===== src/rtl/dtree_pkg.sv =====
// shared types and constants for the decision tree evaluator
package dtree_pkg;

  // function codes on the input channel
  localparam logic [1:0] FUNC_NODE = 2'd0;
  localparam logic [1:0] FUNC_FEAT = 2'd1;
  localparam logic [1:0] FUNC_EVAL = 2'd2;

  // reset value of the feature count register
  localparam logic [6:0] FCOUNT_RESET = 7'd64;

  // command queue depth between front and back
  localparam int QDEPTH = 2;
  localparam int QAW    = 1;

  // classified command kinds
  typedef enum logic [1:0] {
    OP_NODE,
    OP_FEAT,
    OP_EVAL
  } op_t;

  // result status codes
  typedef enum logic [1:0] {
    ST_OK   = 2'd0,
    ST_DIM  = 2'd1,
    ST_WALK = 2'd2
  } status_t;

  // back end sequencer states
  typedef enum logic [1:0] {
    B_IDLE,
    B_NODE,
    B_FEAT,
    B_DONE
  } bstate_t;

  // one classified command; a feature write uses index and value
  typedef struct packed {
    op_t                op;
    logic [7:0]         index;
    logic               leaf;
    logic [5:0]         dim;
    logic signed [31:0] cut;
    logic [7:0]         child_below;
    logic [7:0]         child_above;
    logic signed [31:0] value;
  } cmd_t;

  // one node table entry
  typedef struct packed {
    logic               leaf;
    logic [5:0]         dim;
    logic signed [31:0] cut;
    logic [7:0]         child_below;
    logic [7:0]         child_above;
    logic signed [31:0] value;
  } node_t;

endpackage


===== src/rtl/dtree_queue.sv =====
// short command queue between front and back end
module dtree_queue (
  input  logic            clk,
  input  logic            rst,
  input  logic            in_valid,
  output logic            in_ready,
  input  dtree_pkg::cmd_t in_cmd,
  output logic            out_valid,
  input  logic            out_ready,
  output dtree_pkg::cmd_t out_cmd
);
  import dtree_pkg::*;

  cmd_t           slots [QDEPTH];
  logic [QAW-1:0] wr_ptr;
  logic [QAW-1:0] rd_ptr;
  logic [QAW:0]   count;
  logic           push;
  logic           pop;

  assign in_ready  = (count != (QAW+1)'(QDEPTH));
  assign out_valid = (count != '0);
  assign out_cmd   = slots[rd_ptr];
  assign push      = in_valid && in_ready;
  assign pop       = out_valid && out_ready;

  // pointers and fill count
  always_ff @(posedge clk) begin
    if (rst) begin
      wr_ptr <= '0;
      rd_ptr <= '0;
      count  <= '0;
    end else begin
      if (push) begin
        wr_ptr <= wr_ptr + 1'b1;
      end
      if (pop) begin
        rd_ptr <= rd_ptr + 1'b1;
      end
      if (push && !pop) begin
        count <= count + 1'b1;
      end else if (pop && !push) begin
        count <= count - 1'b1;
      end
    end
  end

  // storage
  always_ff @(posedge clk) begin
    if (push) begin
      slots[wr_ptr] <= in_cmd;
    end
  end

  a_count_bound: assert property (@(posedge clk) disable iff (rst)
    count <= (QAW+1)'(QDEPTH))
    else $error("queue fill count beyond depth");

endmodule


===== config.mk =====
export PLATFORM = sky130hd
export DESIGN_NAME = dtree_queue
export DESIGN_NICKNAME = d
export VERILOG_FILES = /design/src/rtl/dtree_pkg.sv /design/src/rtl/dtree_queue.sv
export SDC_FILE = /design/constraint.sdc
export NUM_CORES = 1
export LEC_CHECK = 0
export ABC_AREA = 1
export BUFFER_PORTS_ARGS = -buffer_cell sky130_fd_sc_hd__buf_2
export CAP_MARGIN = 30
export CORE_ASPECT_RATIO = 1.5
export CORE_UTILIZATION = 33
export CTS_CLUSTER_DIAMETER = 60
export DETAILED_ROUTE_END_ITERATION = 10
export SLEW_MARGIN = 30
export SYNTH_ARGS = -nofsm -noshare
export SYNTH_HDL_FRONTEND = slang
export SYNTH_SLANG_ARGS = --single-unit

===== constraint.sdc =====
create_clock -name clk -period 7.05 [get_ports clk]
set_clock_uncertainty 0.2 [all_clocks]
set_input_delay 0.705 -clock clk [delete_from_list [all_inputs] [get_ports clk]]
set_output_delay 0.705 -clock clk [all_outputs]
set_load 0.05 [all_outputs]

==> flow_metrics.tcl <==
set metrics [dict create \
    worstPathCellList "buf_4 > mux2_2 > buf_2" \
    area_growth_syn_to_layout_pct 24.95 \
    clk_pin_slew_worst_paths_ps 80 \
    period_share 0.5052 \
    cts_max_level 4 \
    avgSynthCellArea_um2 21.70 \
    setup_tns_ps 0 \
    syn_inst 339 \
    status "finished, final reports clean" \
    cts_setup_buffers 0 \
    switching_power_mw 1.360 \
    ir_worst_vdd_uv 203.3 \
    root_buffer "clkbuf_16" \
    end_kind "output pin" \
    synth_most_common_cell "edfxtp_1" \
    maxCapViolations 0 \
    synth.largest_area_cell "edfxtp_1" \
    vias 3750 \
    cp.required_ps 6140 \
    syn-num-nets 441 \
    p_seq_frac 0.428 \
    num_io_pins 200 \
    cts_buffers 17 \
    rsz0062_at_grt "no" \
    grt_pass1_wl_um 20620 \
    worstPathBufferInverterCount 2 \
    cp_slowest_cell "buf_4" \
    ant_nets 0 \
    async_flop_share 0 \
    critPathArrivalTime_ps 2660 \
    syn_area_um2 7356 \
    gr-max-usage-layer "met2" \
    grt_max_degree 56 \
    cts_tree "built" \
    start_util 0.3374 \
    slowest_delay_ps 750 \
    p_clk_frac 0.240 \
    combPwrFrac 0.331 \
    use_met1 0.1158 \
    max_freq_mhz 280.8 \
    first_global_vias 4112 \
    whs_ps 258.1 \
    synth.distinct_cells 14 \
    seq_area_um2 5929 \
    cp.depth 3 \
    drt_iter0_drc 168 \
    drcViolationCount 0 \
    postLayoutCoreUtil 0.4216 \
    synth_common_cells "194 x edfxtp_1, 67 x mux2_2, 30 x mux2_4" \
    layout.cells.non_filler 836 \
    wl_um 13870 \
    drtPass1Iterations 4 \
    cp_max_fo 55 \
    slew_headroom 0.4187 \
    num-nets-final 653 \
    port_buffers 199 \
    die_y_um 184.9 \
    r2r_cells 6 \
    tightest_slew_ps 871.9 \
    power.density_nw_per_um2 397.1 \
    ys_warn_count 0 \
    cp-start-kind "flip-flop" \
    use_met3 0.04772 \
    dp.cells 804 \
    fin_total_pwr_mw 3.650 \
    vias_per_cell 4.486 \
    antenna_found_initial 2 \
    ys_ff_latch 199 \
    leakage_nw 3.462 \
    seq_area_frac_synth 0.8056 \
    fillers 2000 \
    r2r_slack_ps 4420 \
    cts_sinks 199 \
    clock_latency_ps 420 \
    setup_viol 0 \
    switching_share 0.3725 \
    worstSetupPathType "flip-flop to output pin" \
    period_needed_ps 3562 \
    synth_top_area_frac 0.7920 \
    avgRoutedWirePerCell_um 16.59 \
    yosys-top-cells-area "edfxtp_1 79%, mux2_2 10%, mux2_4 6.1%, dfxtp_1 1.4%, buf_6 0.77%" \
    multiInputGateArea_um2 1329 \
    ctsResizeCount 0 \
    die-area_um2 22900 \
    power.internal_mw 2.291 \
    min_path_cells 1 \
    hp-class "input port to flip-flop" \
    row_count 66 \
    met2_usage 0.2333 \
    synth_flop_cell "edfxtp_1" \
    diodes 0 \
    hold_buffers 0 \
    synth-edff-count 194 \
    fp.dieW_um 123.9 \
    final_layout_size_suffix_gt1_frac 0.5904 \
    grt_use_total 0.1249 \
    place_congestion 0.6957 \
    cpLargestDelayFamily "buffers and inverters" \
    grt-ovfl-total 0 \
    finalHoldViolCount 0 \
    maxSlewViolCount 0 \
    clockBufferDepth 2 \
    dp_hpwl_um 9543 \
    core_area_um2 21800 \
]
## per-layer routing
layer	part of all wire	up-vias
met5	0.0016	-
met4	0.021	4
met3	0.075	25
li1	-	1747
met1	0.34	1836
met2	0.56	138
## cell families (layout without fill, tap and decap cells)
kind of cell,after synthesis,in the layout,share of synthesized area
simple gates,19,19,0.01038
fa+ha+maj,1,1,0.001701
flops,199,199,0.8056
buf+inv,19,244,0.01582
mux,97,97,0.1638
compound gates,4,4,0.002722
## metrics by stage
| stage | worst slack [ps] | area (um^2) |
|---|---|---|
| 3_5_place_dp | 3903 | 8662 |
| 6_report | 3488 | 9191 |
| 4_1_cts | 3419 | 9191 |
| 3_3_place_gp | 3960 | 8662 |
| 5_1_grt | 3326 | 9191 |
| 2_1_floorplan | 1313 | 7356 |
## power by group through the flow
stage	registers, mW	logic, mW	clock network (mW)
2_1_floorplan	1.57	1.00	0
3_3_place_gp	1.58	1.21	0
3_5_place_dp	1.59	1.22	0
4_1_cts	1.57	1.23	0.907
5_1_grt	1.58	1.28	0.948
6_report	1.56	1.21	0.877
## area by class of cell
type                       count  area share
clock buffer                  18     0.04669
clock inverter                14     0.01089
inverter                       8    0.003267
multi-input combinational    121      0.1446
sequential                   199      0.6451
tap                          272     0.03703
timing repair buffer         204      0.1124
## flip-flops by register name, indices dropped and copies added, names as in the netlist, named ones only
name / cells
slots: 194
count: 2
rd_ptr: 1
wr_ptr: 1
## worst reg2reg max path, delay by kind of cell (launching register included)
family / cells / cell delay (ps)
flip-flops: 1 / 330
buffers and inverters: 3 / 1310
AND/OR/NAND/NOR: 3 / 360
## final timing paths
kind | start | endpoint
worst min-delay path | in_cmd[62] | slots[1][62]
worst max-delay path | flip-flop | out_cmd[95]
worst min register to register | wr_ptr | wr_ptr
worst max register to register | count[0] | slots[1][95]
## cell usage in the layout (no fill, tap or decap), types with 2 or more instances in the layout
cell type,n
a21oi_1,2
inv_1,8
nand3_1,2
clkbuf_16,17
nor2_1,5
clkinvlp_4,4
edfxtp_1,194
nand2_1,9
inv_6,5
clkinv_1,2
nor2_4,2
buf_4,5
dfxtp_1,4
mux2_4,30
o21ai_0,2
mux2_2,67
buf_2,199
clkinv_2,2
No activity file was read; power rests on OpenSTA's default activity.
